===== config.mk =====
export PLATFORM = sky130hd
export DESIGN_NAME = period_and_bpm_meter_top
export DESIGN_NICKNAME = d
export VERILOG_FILES = /design/src/rtl/core/pbm_pkg.sv /design/src/rtl/core/period_and_bpm_meter_top.sv /design/src/rtl/core/pbm_edge_fsm.sv /design/src/rtl/core/pbm_serial_div.sv
export SDC_FILE = /design/constraint.sdc
export NUM_CORES = 1
export LEC_CHECK = 0
export BUFFER_PORTS_ARGS = -buffer_cell sky130_fd_sc_hd__buf_2
export CORE_MARGIN = 2
export CORE_UTILIZATION = 45
export CTS_BUF_LIST = sky130_fd_sc_hd__clkbuf_2 sky130_fd_sc_hd__clkbuf_4 sky130_fd_sc_hd__clkbuf_8
export CTS_CLUSTER_DIAMETER = 30
export CTS_CLUSTER_SIZE = 30
export DETAILED_ROUTE_END_ITERATION = 8
export SYNTH_ARGS = -nofsm -noshare
export SYNTH_HDL_FRONTEND = slang
export SYNTH_SLANG_ARGS = --single-unit

===== constraint.sdc =====
create_clock -name clk -period 4.8 [get_ports clk]
set_clock_uncertainty 0.1 [all_clocks]
set_input_delay 0.96 -clock clk [delete_from_list [all_inputs] [get_ports clk]]
set_output_delay 0.96 -clock clk [all_outputs]
set_load 0.005 [all_outputs]

===== src/rtl/core/pbm_pkg.sv =====
`timescale 1ns / 1ps
`default_nettype none
// ----------------------------------------------------------------------------
// pbm_pkg: shared types and constants of the period and bpm meter
// widths of the counter, the divider and the fixed point result, plus the
// state encodings and the result saturation helper
// ----------------------------------------------------------------------------
package pbm_pkg;

  localparam int COUNT_W   = 24;
  localparam int FRAC_W    = 16;
  localparam int RATE_W    = 27;
  localparam int VALUE_W   = 48;
  localparam int DVD_W     = 64;
  localparam int DVS_W     = 32;
  localparam int STEP_W    = $clog2(DVD_W);
  localparam int CFG_IDX_W = 1;

  localparam logic [COUNT_W-1:0] COUNT_MAX = {COUNT_W{1'b1}};
  localparam logic [DVS_W-1:0]   MCOUNT_MAX = {DVS_W{1'b1}};
  localparam logic [RATE_W-1:0]  RATE_RESET = RATE_W'(2041666);

  // configuration register indexes
  localparam logic [CFG_IDX_W-1:0] REG_TICK_RATE    = 1'b0;
  localparam logic [CFG_IDX_W-1:0] REG_DISPLAY_MODE = 1'b1;

  typedef enum logic [1:0] {
    MODE_BPM     = 2'd0,
    MODE_AVG_BPM = 2'd1,
    MODE_PERIOD  = 2'd2,
    MODE_FREQ    = 2'd3
  } mode_t;

  typedef enum logic [1:0] {
    PH_WAIT_LOW   = 2'd0,
    PH_WAIT_HIGH  = 2'd1,
    PH_COUNT_HIGH = 2'd2,
    PH_COUNT_LOW  = 2'd3
  } phase_t;

  typedef enum logic [2:0] {
    ST_IDLE,
    ST_DIV1,
    ST_ACC,
    ST_START2,
    ST_DIV2,
    ST_DONE
  } seq_state_t;

  // one finished period, valid for the transaction that closes it
  typedef struct packed {
    logic               done;
    logic [COUNT_W-1:0] count;
    logic               ovf;
  } meas_t;

  typedef struct packed {
    logic busy;
    logic done;
  } div_status_t;

  function automatic logic [VALUE_W-1:0] sat_value(input logic [DVD_W-1:0] q);
    logic [VALUE_W-1:0] r;
    r = (|q[DVD_W-1:VALUE_W]) ? {VALUE_W{1'b1}} : q[VALUE_W-1:0];
    return r;
  endfunction

endpackage
`default_nettype wire


===== src/rtl/core/period_and_bpm_meter_top.sv =====
`timescale 1ns / 1ps
`default_nettype none
// ----------------------------------------------------------------------------
// period_and_bpm_meter_top: reciprocal period counter with bpm readout
// edge tracker, bit-serial divider and result sequencer
// ----------------------------------------------------------------------------
// Each input transaction is one counting tick carrying the sampled signal
// level; a tick is taken every cycle while no result is being worked out.
// After a low level the first rising edge starts a count, the next rising
// edge closes it and one result follows; the period right after is skipped.
// The tick that closes a period holds the input while the result is worked
// out: in modes 0, 2 and 3 the divider runs once and its quotient goes to the
// output register; mode 1 (average bpm) runs the divider twice, with an
// accumulate state and a restart state between the runs. A stalled result
// side adds its stall. All runs use the single 64-step bit-serial divider.
// shown_value is unsigned fixed point with 16 fraction bits and saturates.
// Configuration is to be written only while idle; the block does not enforce it.
// ----------------------------------------------------------------------------
module period_and_bpm_meter_top
  import pbm_pkg::*;
(
  input  wire logic                 clk,
  input  wire logic                 rst_n,
  input  wire logic                 in_valid,
  output logic                      in_ready,
  input  wire logic                 in_signal_level,
  output logic                      out_valid,
  input  wire logic                 out_ready,
  output logic [COUNT_W-1:0]        out_period_ticks,
  output logic [VALUE_W-1:0]        out_shown_value,
  output logic [1:0]                out_value_kind,
  output logic                      out_count_overflowed,
  input  wire logic                 cfg_we,
  input  wire logic [CFG_IDX_W-1:0] cfg_index,
  input  wire logic [RATE_W-1:0]    cfg_wdata
);

  logic [RATE_W-1:0]  rate_r;
  mode_t              mode_r;
  seq_state_t         state_r, state_nxt;
  logic [COUNT_W-1:0] t_r;
  logic               ovf_r;
  logic [DVD_W-1:0]   sum_r;
  logic [DVS_W-1:0]   mcount_r;
  logic               out_valid_r;
  logic [COUNT_W-1:0] out_period_ticks_r;
  logic [VALUE_W-1:0] out_shown_value_r;
  logic [1:0]         out_value_kind_r;
  logic               out_ovf_r;

  logic               in_fire;
  meas_t              meas;
  logic               div_start;
  logic [DVD_W-1:0]   div_dvd;
  logic [DVS_W-1:0]   div_dvs;
  logic [DVD_W-1:0]   div_q;
  div_status_t        div_st;
  logic [RATE_W-1:0]  rate_eff;
  logic [RATE_W+5:0]  rate_x60;
  logic [DVD_W:0]     sum_add;
  logic               load_out;
  logic               acc_en;

  assign in_ready = (state_r == ST_IDLE);
  assign in_fire  = in_valid && in_ready;

  pbm_edge_fsm u_edge (
    .clk   (clk),
    .rst_n (rst_n),
    .tick  (in_fire),
    .level (in_signal_level),
    .meas  (meas)
  );

  pbm_serial_div u_div (
    .clk      (clk),
    .rst_n    (rst_n),
    .start    (div_start),
    .dividend (div_dvd),
    .divisor  (div_dvs),
    .quotient (div_q),
    .status   (div_st)
  );

  // configuration write port
  always_ff @(posedge clk) begin
    if (!rst_n) begin
      rate_r <= RATE_RESET;
      mode_r <= MODE_BPM;
    end else if (cfg_we) begin
      unique case (cfg_index)
        REG_TICK_RATE:    rate_r <= cfg_wdata;
        REG_DISPLAY_MODE: mode_r <= mode_t'(cfg_wdata[1:0]);
        default: ;
      endcase
    end
  end

  assign rate_eff = (rate_r == '0) ? RATE_W'(1) : rate_r;
  // 60 * rate as 64 * rate - 4 * rate
  assign rate_x60 = ({6'b0, rate_eff} << 6) - ({6'b0, rate_eff} << 2);

  // first division operands from the period just closed, second from the running average
  always_comb begin
    div_dvd = DVD_W'(rate_x60) << FRAC_W;
    div_dvs = DVS_W'(meas.count);
    case (mode_r)
      MODE_PERIOD: begin
        div_dvd = DVD_W'(meas.count) << FRAC_W;
        div_dvs = DVS_W'(rate_eff);
      end
      MODE_FREQ: begin
        div_dvd = DVD_W'(rate_eff) << FRAC_W;
      end
      default: ;
    endcase
    if (state_r == ST_START2) begin
      div_dvd = sum_r;
      div_dvs = mcount_r;
    end
  end

  assign div_start = (in_fire && meas.done) || (state_r == ST_START2);
  assign sum_add   = {1'b0, sum_r} + (DVD_W + 1)'(sat_value(div_q));
  assign load_out  = (state_r == ST_DONE) && (!out_valid_r || out_ready);
  assign acc_en    = (state_r == ST_ACC) && (mcount_r != MCOUNT_MAX);

  always_ff @(posedge clk) begin
    if (!rst_n) begin
      state_r <= ST_IDLE;
    end else begin
      state_r <= state_nxt;
    end
  end

  always_comb begin
    state_nxt = state_r;
    unique case (state_r)
      ST_IDLE:   if (in_fire && meas.done) state_nxt = ST_DIV1;
      ST_DIV1: begin
        if (div_st.done) state_nxt = (mode_r == MODE_AVG_BPM) ? ST_ACC : ST_DONE;
      end
      ST_ACC:    state_nxt = ST_START2;
      ST_START2: state_nxt = ST_DIV2;
      ST_DIV2:   if (div_st.done) state_nxt = ST_DONE;
      ST_DONE:   if (load_out) state_nxt = ST_IDLE;
      default:   state_nxt = ST_IDLE;
    endcase
  end

  always_ff @(posedge clk) begin
    if (in_fire && meas.done) begin
      t_r   <= meas.count;
      ovf_r <= meas.ovf;
    end
  end

  // running average state, saturating sum and count
  always_ff @(posedge clk) begin
    if (!rst_n) begin
      sum_r    <= '0;
      mcount_r <= '0;
    end else if (acc_en) begin
      sum_r    <= sum_add[DVD_W] ? {DVD_W{1'b1}} : sum_add[DVD_W-1:0];
      mcount_r <= mcount_r + DVS_W'(1);
    end
  end

  always_ff @(posedge clk) begin
    if (!rst_n) begin
      out_valid_r <= 1'b0;
    end else if (load_out) begin
      out_valid_r <= 1'b1;
    end else if (out_ready) begin
      out_valid_r <= 1'b0;
    end
  end

  always_ff @(posedge clk) begin
    if (load_out) begin
      out_period_ticks_r <= t_r;
      out_shown_value_r  <= sat_value(div_q);
      out_value_kind_r   <= mode_r;
      out_ovf_r          <= ovf_r;
    end
  end

  assign out_valid            = out_valid_r;
  assign out_period_ticks     = out_period_ticks_r;
  assign out_shown_value      = out_shown_value_r;
  assign out_value_kind       = out_value_kind_r;
  assign out_count_overflowed = out_ovf_r;

`ifndef NO_ASSERTIONS
  a_div_only_in_div_states: assert property (@(posedge clk) disable iff (!rst_n)
    div_st.busy |-> (state_r == ST_DIV1 || state_r == ST_DIV2))
    else $error("divider busy outside a division state");

  a_close_starts_div: assert property (@(posedge clk) disable iff (!rst_n)
    in_fire && meas.done |=> state_r == ST_DIV1 && div_st.busy)
    else $error("closed period did not start the divider");

  a_load_returns_idle: assert property (@(posedge clk) disable iff (!rst_n)
    load_out |=> out_valid_r && state_r == ST_IDLE)
    else $error("result load did not present a transaction");

  a_mcount_monotonic: assert property (@(posedge clk) disable iff (!rst_n)
    state_r == ST_ACC |=> mcount_r >= $past(mcount_r) && mcount_r != '0)
    else $error("average count went backwards or stayed zero");
`endif

endmodule
`default_nettype wire


===== src/rtl/core/pbm_edge_fsm.sv =====
`timescale 1ns / 1ps
`default_nettype none
// ----------------------------------------------------------------------------
// pbm_edge_fsm: edge tracker and period counter
// waits for low then high, counts ticks to the next rising edge with
// saturation, then rearms
// ----------------------------------------------------------------------------
module pbm_edge_fsm
  import pbm_pkg::*;
(
  input  wire logic  clk,
  input  wire logic  rst_n,
  input  wire logic  tick,
  input  wire logic  level,
  output meas_t      meas
);

  phase_t             phase_r, phase_nxt;
  logic [COUNT_W-1:0] count_r, count_nxt;
  logic               sat_r, sat_nxt;

  logic               at_max;
  logic [COUNT_W-1:0] count_bump;
  logic               sat_bump;

  assign at_max     = (count_r == COUNT_MAX);
  assign count_bump = at_max ? count_r : count_r + COUNT_W'(1);
  assign sat_bump   = sat_r | at_max;

  always_ff @(posedge clk) begin
    if (!rst_n) begin
      phase_r <= PH_WAIT_LOW;
      count_r <= '0;
      sat_r   <= 1'b0;
    end else begin
      phase_r <= phase_nxt;
      count_r <= count_nxt;
      sat_r   <= sat_nxt;
    end
  end

  always_comb begin
    phase_nxt  = phase_r;
    count_nxt  = count_r;
    sat_nxt    = sat_r;
    meas.done  = 1'b0;
    meas.count = count_bump;
    meas.ovf   = sat_bump;
    if (tick) begin
      unique case (phase_r)
        PH_WAIT_LOW: begin
          if (!level) phase_nxt = PH_WAIT_HIGH;
        end
        PH_WAIT_HIGH: begin
          if (level) begin
            count_nxt = '0;
            sat_nxt   = 1'b0;
            phase_nxt = PH_COUNT_HIGH;
          end
        end
        PH_COUNT_HIGH: begin
          count_nxt = count_bump;
          sat_nxt   = sat_bump;
          if (!level) phase_nxt = PH_COUNT_LOW;
        end
        PH_COUNT_LOW: begin
          count_nxt = count_bump;
          sat_nxt   = sat_bump;
          if (level) begin
            meas.done = 1'b1;
            phase_nxt = PH_WAIT_LOW;
          end
        end
        default: phase_nxt = PH_WAIT_LOW;
      endcase
    end
  end

endmodule
`default_nettype wire


===== src/rtl/core/pbm_serial_div.sv =====
`timescale 1ns / 1ps
`default_nettype none
// ----------------------------------------------------------------------------
// pbm_serial_div: bit-serial restoring divider
// one quotient bit per cycle, dividend shifted out msb first while the
// quotient shifts in; a zero divisor gives an all-ones quotient
// ----------------------------------------------------------------------------
module pbm_serial_div
  import pbm_pkg::*;
(
  input  wire logic              clk,
  input  wire logic              rst_n,
  input  wire logic              start,
  input  wire logic [DVD_W-1:0]  dividend,
  input  wire logic [DVS_W-1:0]  divisor,
  output logic [DVD_W-1:0]       quotient,
  output div_status_t            status
);

  logic [DVD_W-1:0]  dvd_r;
  logic [DVS_W-1:0]  dvs_r;
  logic [DVS_W-1:0]  rem_r;
  logic [STEP_W-1:0] step_r;
  logic              busy_r;

  logic [DVS_W:0]    shifted;
  logic [DVS_W+1:0]  diff;
  logic              q_bit;

  assign shifted = {rem_r, dvd_r[DVD_W-1]};
  assign diff    = {1'b0, shifted} - {2'b0, dvs_r};
  assign q_bit   = ~diff[DVS_W+1];

  always_ff @(posedge clk) begin
    if (!rst_n) begin
      busy_r <= 1'b0;
      step_r <= '0;
    end else if (start) begin
      busy_r <= 1'b1;
      step_r <= '0;
    end else if (busy_r) begin
      step_r <= step_r + STEP_W'(1);
      if (step_r == {STEP_W{1'b1}}) busy_r <= 1'b0;
    end
  end

  always_ff @(posedge clk) begin
    if (start) begin
      dvd_r <= dividend;
      dvs_r <= divisor;
      rem_r <= '0;
    end else if (busy_r) begin
      dvd_r <= {dvd_r[DVD_W-2:0], q_bit};
      rem_r <= q_bit ? diff[DVS_W-1:0] : shifted[DVS_W-1:0];
    end
  end

  assign quotient    = dvd_r;
  assign status.busy = busy_r;
  assign status.done = busy_r && (step_r == {STEP_W{1'b1}});

endmodule
`default_nettype wire


==> reports/metrics.yaml, run 1 <==
ys_ff_latch: 391
finalSetupViolCount: 0
fill_cells: 4617
path_buf_inv: 1
cts_made_buffers: 97
clkTransAtPathRegs_ns: 0.08
status: "finished clean"
syn_area_sq_um: 22600
power_density_nw_per_um2: 389
nNetsFinal: 2784
num_vias: 19810
firstDrtPassIters: 6
path_cells: "nor4_1 -> nand4_1 -> buf_4 -> or2_2 -> ha_1 -> o211ai_1 -> o21bai_1 -> o2111ai_1 -> o221ai_1 -> a31oi_2 -> a21oi_1 -> o211ai_1 -> a2111oi_0 -> nor3b_1"
clockBufferDepth: 3
dieHeight_microns: 228
period_needed_ns: 4.48
ys_seq_area_share_pct: 43.2
place_hpwl_microns: 49400
gp_congestion: 0.938
grt_overflow: 0
ctsRootBufferMaster: "clkbuf_8"
synth-async-reset-ratio_pct: 0
cp_max_fo: 20
cts_setup_buffers: 0
rr_startpoint: "u_div.quotient[52]"
arrival_ns: 4.95
grt_max_degree: 73
start_kind: "flip-flop"
pre_cts_slack_ns: 0.329
rsz0062_at_grt: "no"
syn_inst: 2528
routedWlPerCell_microns: 20.5
boundaryPins: 111
drv_slew: 0
path_class: "flip-flop to flip-flop"
portBuffers: 110
slew_headroom_pct: 28.8
setup_tns_ns: 0
drc: 0
leakage_nw: 11.0
synth_top_area_share_pct: 26.0
cp-end-kind: "flip-flop"
hp-class: "flip-flop to flip-flop"
peakVddDrop_v: 0.000270
worstSetupStartpoint: "u_div.quotient[52]"
syn2layout_area_growth_pct: 16.2
required_ns: 5.27
wl_microns: 69500
drt-vias-per-instance: 5.83
cp_top_family: "compound AO/OA/AOI/OAI gates"
grt_usage_pct: 26.1
max_freq_mhz: 223
synth_cell_type_count: 94
grt_pass1_wl_microns: 107000
synth_top_area_cell: "edfxtp_1"
avgSynthCellArea_sq_um: 8.96
clkLatencyLatePin_ns: 0.71
cts_hold_buf: 0
finalCritPeriodShare_pct: 93.3
synth_edf_count: 196
min_from: "t_r[12]"
drive_gt1_share_pct: 16.3
hold_viol: 0
drtIter0Drc: 1665
rows: 82
ant_nets: 0
worst_pin_slew_ns: 1.06
crit_top_cell: "o211ai_1"
coreArea_sq_um: 50000
grt_antenna_before_repair: 1
cts_tree: "yes"
final_common_cell: "nand2_1"
start_util_pct: 45.3
dieArea_sq_um: 52100
cp_slowest_cell: "a2111oi_0"
yosysWarningCount: 0
setup_ws_ns: 0.321
synth_ff_type: "edfxtp_1"
layout_common_cells: "nand2_1 (259), a21oi_1 (219), o21ai_0 (218), edfxtp_1 (196), dfxtp_1 (194)"
grt_pass1_vias: 19093
fp.dieW_microns: 228
synth_nets: 2674
max_stage_delay_ns: 0.52
clkSinkCount: 391
htree_levels: 3
synth_area_leaders: "edfxtp_1 (26%), dfxtp_1 (17%), ha_1 (6.1%), a21oi_1 (4.8%), o21ai_0 (4.8%)"
cap_violations: 0
==> routing by layer <==
layer	vias up	share of wire (%)	global-route usage, %	wire length (microns)
li1	9449	-	-	-
met1	9599	46	36.3	31900
met2	631	45	40.6	31200
met3	131	5.8	4.12	4010
met4	0	3.4	10.5	2400
met5	-	0	0	0
==> worst register-to-register path, cell delays in order (launching register included) <==
cell,delay [ns]
edfxtp_1,0.39
nor4_1,0.34
nand4_1,0.17
buf_4,0.24
or2_2,0.32
ha_1,0.35
o211ai_1,0.11
o21bai_1,0.27
o2111ai_1,0.23
o221ai_1,0.43
a31oi_2,0.25
a21oi_1,0.33
o211ai_1,0.18
a2111oi_0,0.52
nor3b_1,0.11
==> through the flow <==
stage / util, % / cell area, sq um / total power, W / std cells / hold WS (ns)
6_report: 52.7 / 26300 / 0.0102 / 3396 / 0.317
3_5_place_dp: 47.8 / 23900 / 0.00539 / 3211 / 0.305
5_1_grt: 52.7 / 26300 / 0.0107 / 3396 / 0.318
3_3_place_gp: 47.8 / 23900 / 0.00535 / 3211 / 0.301
2_1_floorplan: - / 22700 / 0.00502 / 2528 / 0.300
4_1_cts: 52.6 / 26300 / 0.0103 / 3395 / 0.318
==> power breakdown <==
| group | total, W | internal, W | leakage, nW | switching (W) |
|---|---|---|---|---|
| clock network | 0.00489 | 0.00302 | 1.19 | 0.00187 |
| registers | 0.00370 | 0.00360 | 3.54 | 0.000101 |
| logic | 0.00164 | 0.000700 | 6.22 | 0.000943 |
| total | 0.0102 | 0.00732 | 11.0 | 0.00291 |
==> worst paths after layout <==
path                          end  slack, ns  cells after the start
min reg2reg  out_period_ticks[12]       0.32                      0
min          out_period_ticks[12]       0.32                      0
max                     sum_r[43]       0.32                     14
max reg2reg             sum_r[43]       0.32                     14
==> cells by family (layout without fill, tap and decap cells) <==
logic type                 count (synthesis)  count (layout)  synth area share, %
other                                      0               1                    0
AOI/OAI and AO/OA                        771             771                 21.3
xor gates and xnor gates                 132             132                 5.10
buffers and inverters                    277             472                 4.81
DFF                                      391             391                 43.2
and+or+nand+nor                          797             797                 17.2
muxes                                     48              48                 2.13
adders and majority gates                112             112                 6.25
==> area by class of cell <==
class / count / area, sq um / area share, %
clock buffers: 123 / 1590 / 6.05
flip-flops and latches: 391 / 9790 / 37.2
well taps: 672 / 841 / 3.20
repair buffers: 168 / 998 / 3.79
multi-input cells: 1860 / 11800 / 45.0
inverters: 120 / 450 / 1.71
diodes: 1 / 2.50 / 0.00951
clock inverters: 61 / 808 / 3.07
==> synth_stat cells, types with 28 or more instances <==
cell and n:
a22oi_1 28, o21ai_0 218, inv_1 119, edfxtp_1 196, dfxtp_1 195, nand2_1 259
a21o_1 47, nor3_1 37, clkbuf_1 133, mux2i_1 46, xnor2_1 81, xor2_1 51
nor2_1 188, or2_2 50, nand4_1 36, a21oi_1 219, and3_1 38, a31oi_1 51
nand3_1 56, ha_1 110
==> state kept, by name, indices dropped and copies added, names as in the netlist <==
| name | count |
|---|---|
| sum_r | 64 |
| u_div.quotient | 64 |
| out_shown_value | 48 |
| mcount_r | 32 |
| u_div.dvs_r | 32 |
| u_div.rem_r | 32 |
| rate_r | 27 |
| out_period_ticks | 24 |
| t_r | 24 |
| u_edge.count_r | 24 |
| u_div.step_r | 6 |
| state_r | 3 |
| mode_r | 2 |
| out_value_kind | 2 |
| u_edge.phase_r | 2 |
| out_count_overflowed | 1 |
| out_valid | 1 |
| ovf_r | 1 |
| u_div.busy_r | 1 |
| u_edge.sat_r | 1 |
==> what timing repair did <==
item,in CTS,in global routing
setup endpoints to repair,0,2
gates resized for setup,0,1
hold endpoints to repair,0,0
No activity file was read; power rests on OpenSTA's default activity.
==> run 2: changes to the inputs <==
--- a/config.mk
+++ b/config.mk
@@ -12,6 +12,7 @@
 export CTS_CLUSTER_DIAMETER = 30
 export CTS_CLUSTER_SIZE = 30
 export DETAILED_ROUTE_END_ITERATION = 8
+export PLACE_DENSITY = 0.71
 export SYNTH_ARGS = -nofsm -noshare
 export SYNTH_HDL_FRONTEND = slang
 export SYNTH_SLANG_ARGS = --single-unit
==> run 2 against run 1 <==
Die area unchanged. Maximum frequency decreased by 1.1%. Worst hold slack improved by 0.00077 ns. Setup slack got worse by 0.051 ns. Final area decreased by 1.1%. Critical path depth unchanged. Critical path type unchanged. Largest power group unchanged.
==> reports/metrics.yaml, run 2 (synthesis gave the netlist of run 1 again) <==
status: "finished clean"
num_vias: 19833  # +0.12%
grt_pass1_vias: 18834  # -1.4%
start_kind: "flip-flop"
cp-end-kind: "flip-flop"
whs_ns: 0.318  # +0.000766 ns
fp.dieW_microns: 228  # unchanged
drtIter0Drc: 1919  # +15%
cp_max_fo: 6  # -70%
rsz0062_at_grt: "no"
gp_congestion: 0.937  # about the same
drc: 0  # unchanged
coreArea_sq_um: 50000  # unchanged
clkTransAtPathRegs_ns: 0.07  # about the same
grt_pass1_wl_microns: 105000  # -2.1%
ctsRootBufferMaster: "clkbuf_8"
final_common_cell: "nand2_1"
place_hpwl_microns: 48500  # -1.9%
grt_usage_pct: 25.4  # -0.72 points
boundaryPins: 111  # unchanged
cap_violations: 0  # unchanged
finalCritPeriodShare_pct: 94.4  # +1.1 points
setup_ws_ns: 0.270  # -0.0512 ns
ant_nets: 0  # unchanged
switching_power_w: 0.00278  # -4.4%
portBuffers: 110  # unchanged
worst_pin_slew_ns: 1.02  # -0.0454 ns
power_density_nw_per_um2: 383  # -1.6%
grt_overflow: 0  # unchanged
drv_slew: 0  # unchanged
hp-class: "flip-flop to flip-flop"
grt_max_degree: 87  # +19%
clockBufferDepth: 3  # unchanged
dieHeight_microns: 228  # unchanged
max_freq_mhz: 221  # -1.1%
layout_common_cells: "nand2_1 (259), a21oi_1 (219), o21ai_0 (218), edfxtp_1 (196), dfxtp_1 (194)"
arrival_ns: 4.80  # -0.15 ns
wl_microns: 67900  # -2.4%
period_needed_ns: 4.53  # +0.0512 ns
start_util_pct: 45.3  # unchanged
cts_tree: "yes"
finalSetupViolCount: 0  # unchanged
internal-power_w: 0.00717  # -2.0%
pre_cts_slack_ns: 0.257  # -0.0721 ns
nNetsFinal: 2762  # -0.79%
clkSinkCount: 391  # unchanged
dieArea_sq_um: 52100  # unchanged
peakVddDrop_v: 0.000237  # -12%
pwr-share-comb_pct: 16.4  # +0.3 points
slew_headroom_pct: 31.9  # +3.0 points
required_ns: 5.07  # -0.20 ns
swShare_pct: 28.0  # -0.50 points
drive_gt1_share_pct: 15.4  # -0.93 points
cts_made_buffers: 90  # -7.2%
syn2layout_area_growth_pct: 14.9
rows: 82  # unchanged
hold_viol: 0  # unchanged
grt_antenna_before_repair: 2  # +1
setup_tns_ns: 0  # unchanged
drt-vias-per-instance: 5.89  # +1.0%
path_class: "flip-flop to flip-flop"
htree_levels: 3  # unchanged
firstDrtPassIters: 6  # unchanged
clkLatencyLatePin_ns: 0.68  # -0.03 ns
leakage_nw: 10.8  # -1.3%
pwr-share-seq_pct: 37.2  # +1.0 points
routedWlPerCell_microns: 20.2  # -1.5%
pwr-share-clk_pct: 46.4  # -1.4 points
-- run 2: worst paths after layout --
kind	from	to	slack (ns)	cells after the start
max reg2reg	rate_r[19]	u_div.quotient[41]	0.27	14
min	t_r[9]	out_period_ticks[9]	0.32	0
max	rate_r[19]	u_div.quotient[41]	0.27	14
min reg2reg	t_r[9]	out_period_ticks[9]	0.32	0
-- run 2: through the flow --
step	cells	total power [W]	area, sq um	utilization (%)
after floorplan	2528	0.00502	22700	-
after global placement	3196	0.00533	23800	47.6
after detailed placement	3196	0.00537	23800	47.6
after CTS	3364	0.0100	26000	52.1
after global routing	3365	0.0104	26000	52.1
final	3365	0.00996	26000	52.1
-- run 2: final cells by class --
class	instances	area (sq um)
diodes	1	2.50
clock inverters	58	747
fillers	4604	23900
flip-flops and latches	391	9790
inverters	120	450
multi-input cells	1860	11800
repair buffers	153	902
well taps	672	841
clock buffers	110	1460
-- run 2: power groups by stage --
stage	Combinational, W	Sequential [W]	Clock [W]
after CTS	0.00162	0.00370	0.00468
final	0.00163	0.00371	0.00462
after global routing	0.00180	0.00372	0.00486
after floorplan	0.00129	0.00374	0
after global placement	0.00156	0.00377	0
after detailed placement	0.00160	0.00377	0
-- run 2: layer usage --
layer	part of all wire [%]	up-vias	GRT usage [%]
li1	-	9383	-
met1	44	9540	34.4
met2	46	773	40.3
met3	6.8	137	4.12
met4	3.5	0	10.5
met5	0	-	0
-- run 2: worst max-delay path, stage by stage, from the launching register on --
cell and delay, ns:
dfxtp_1 0.38, nor4_1 0.43, nand3_1 0.25, o21ba_2 0.32
inv_1 0.20, ha_1 0.23, nor4b_4 0.33, nor4b_4 0.29
o21ai_0 0.12, and3_1 0.24, o21ai_0 0.63, a21oi_1 0.16
o21ai_0 0.22, xnor2_1 0.18, a211oi_1 0.12
-- run 2: repair_timing --
| item | in CTS | in global routing |
|---|---|---|
| hold buffers | 0 | 0 |
| hold endpoints to repair | 0 | 0 |
| endpoints found under the setup margin | 0 | 4 |
| setup buffers | 0 | 0 |
| gates resized for setup | 0 | 2 |
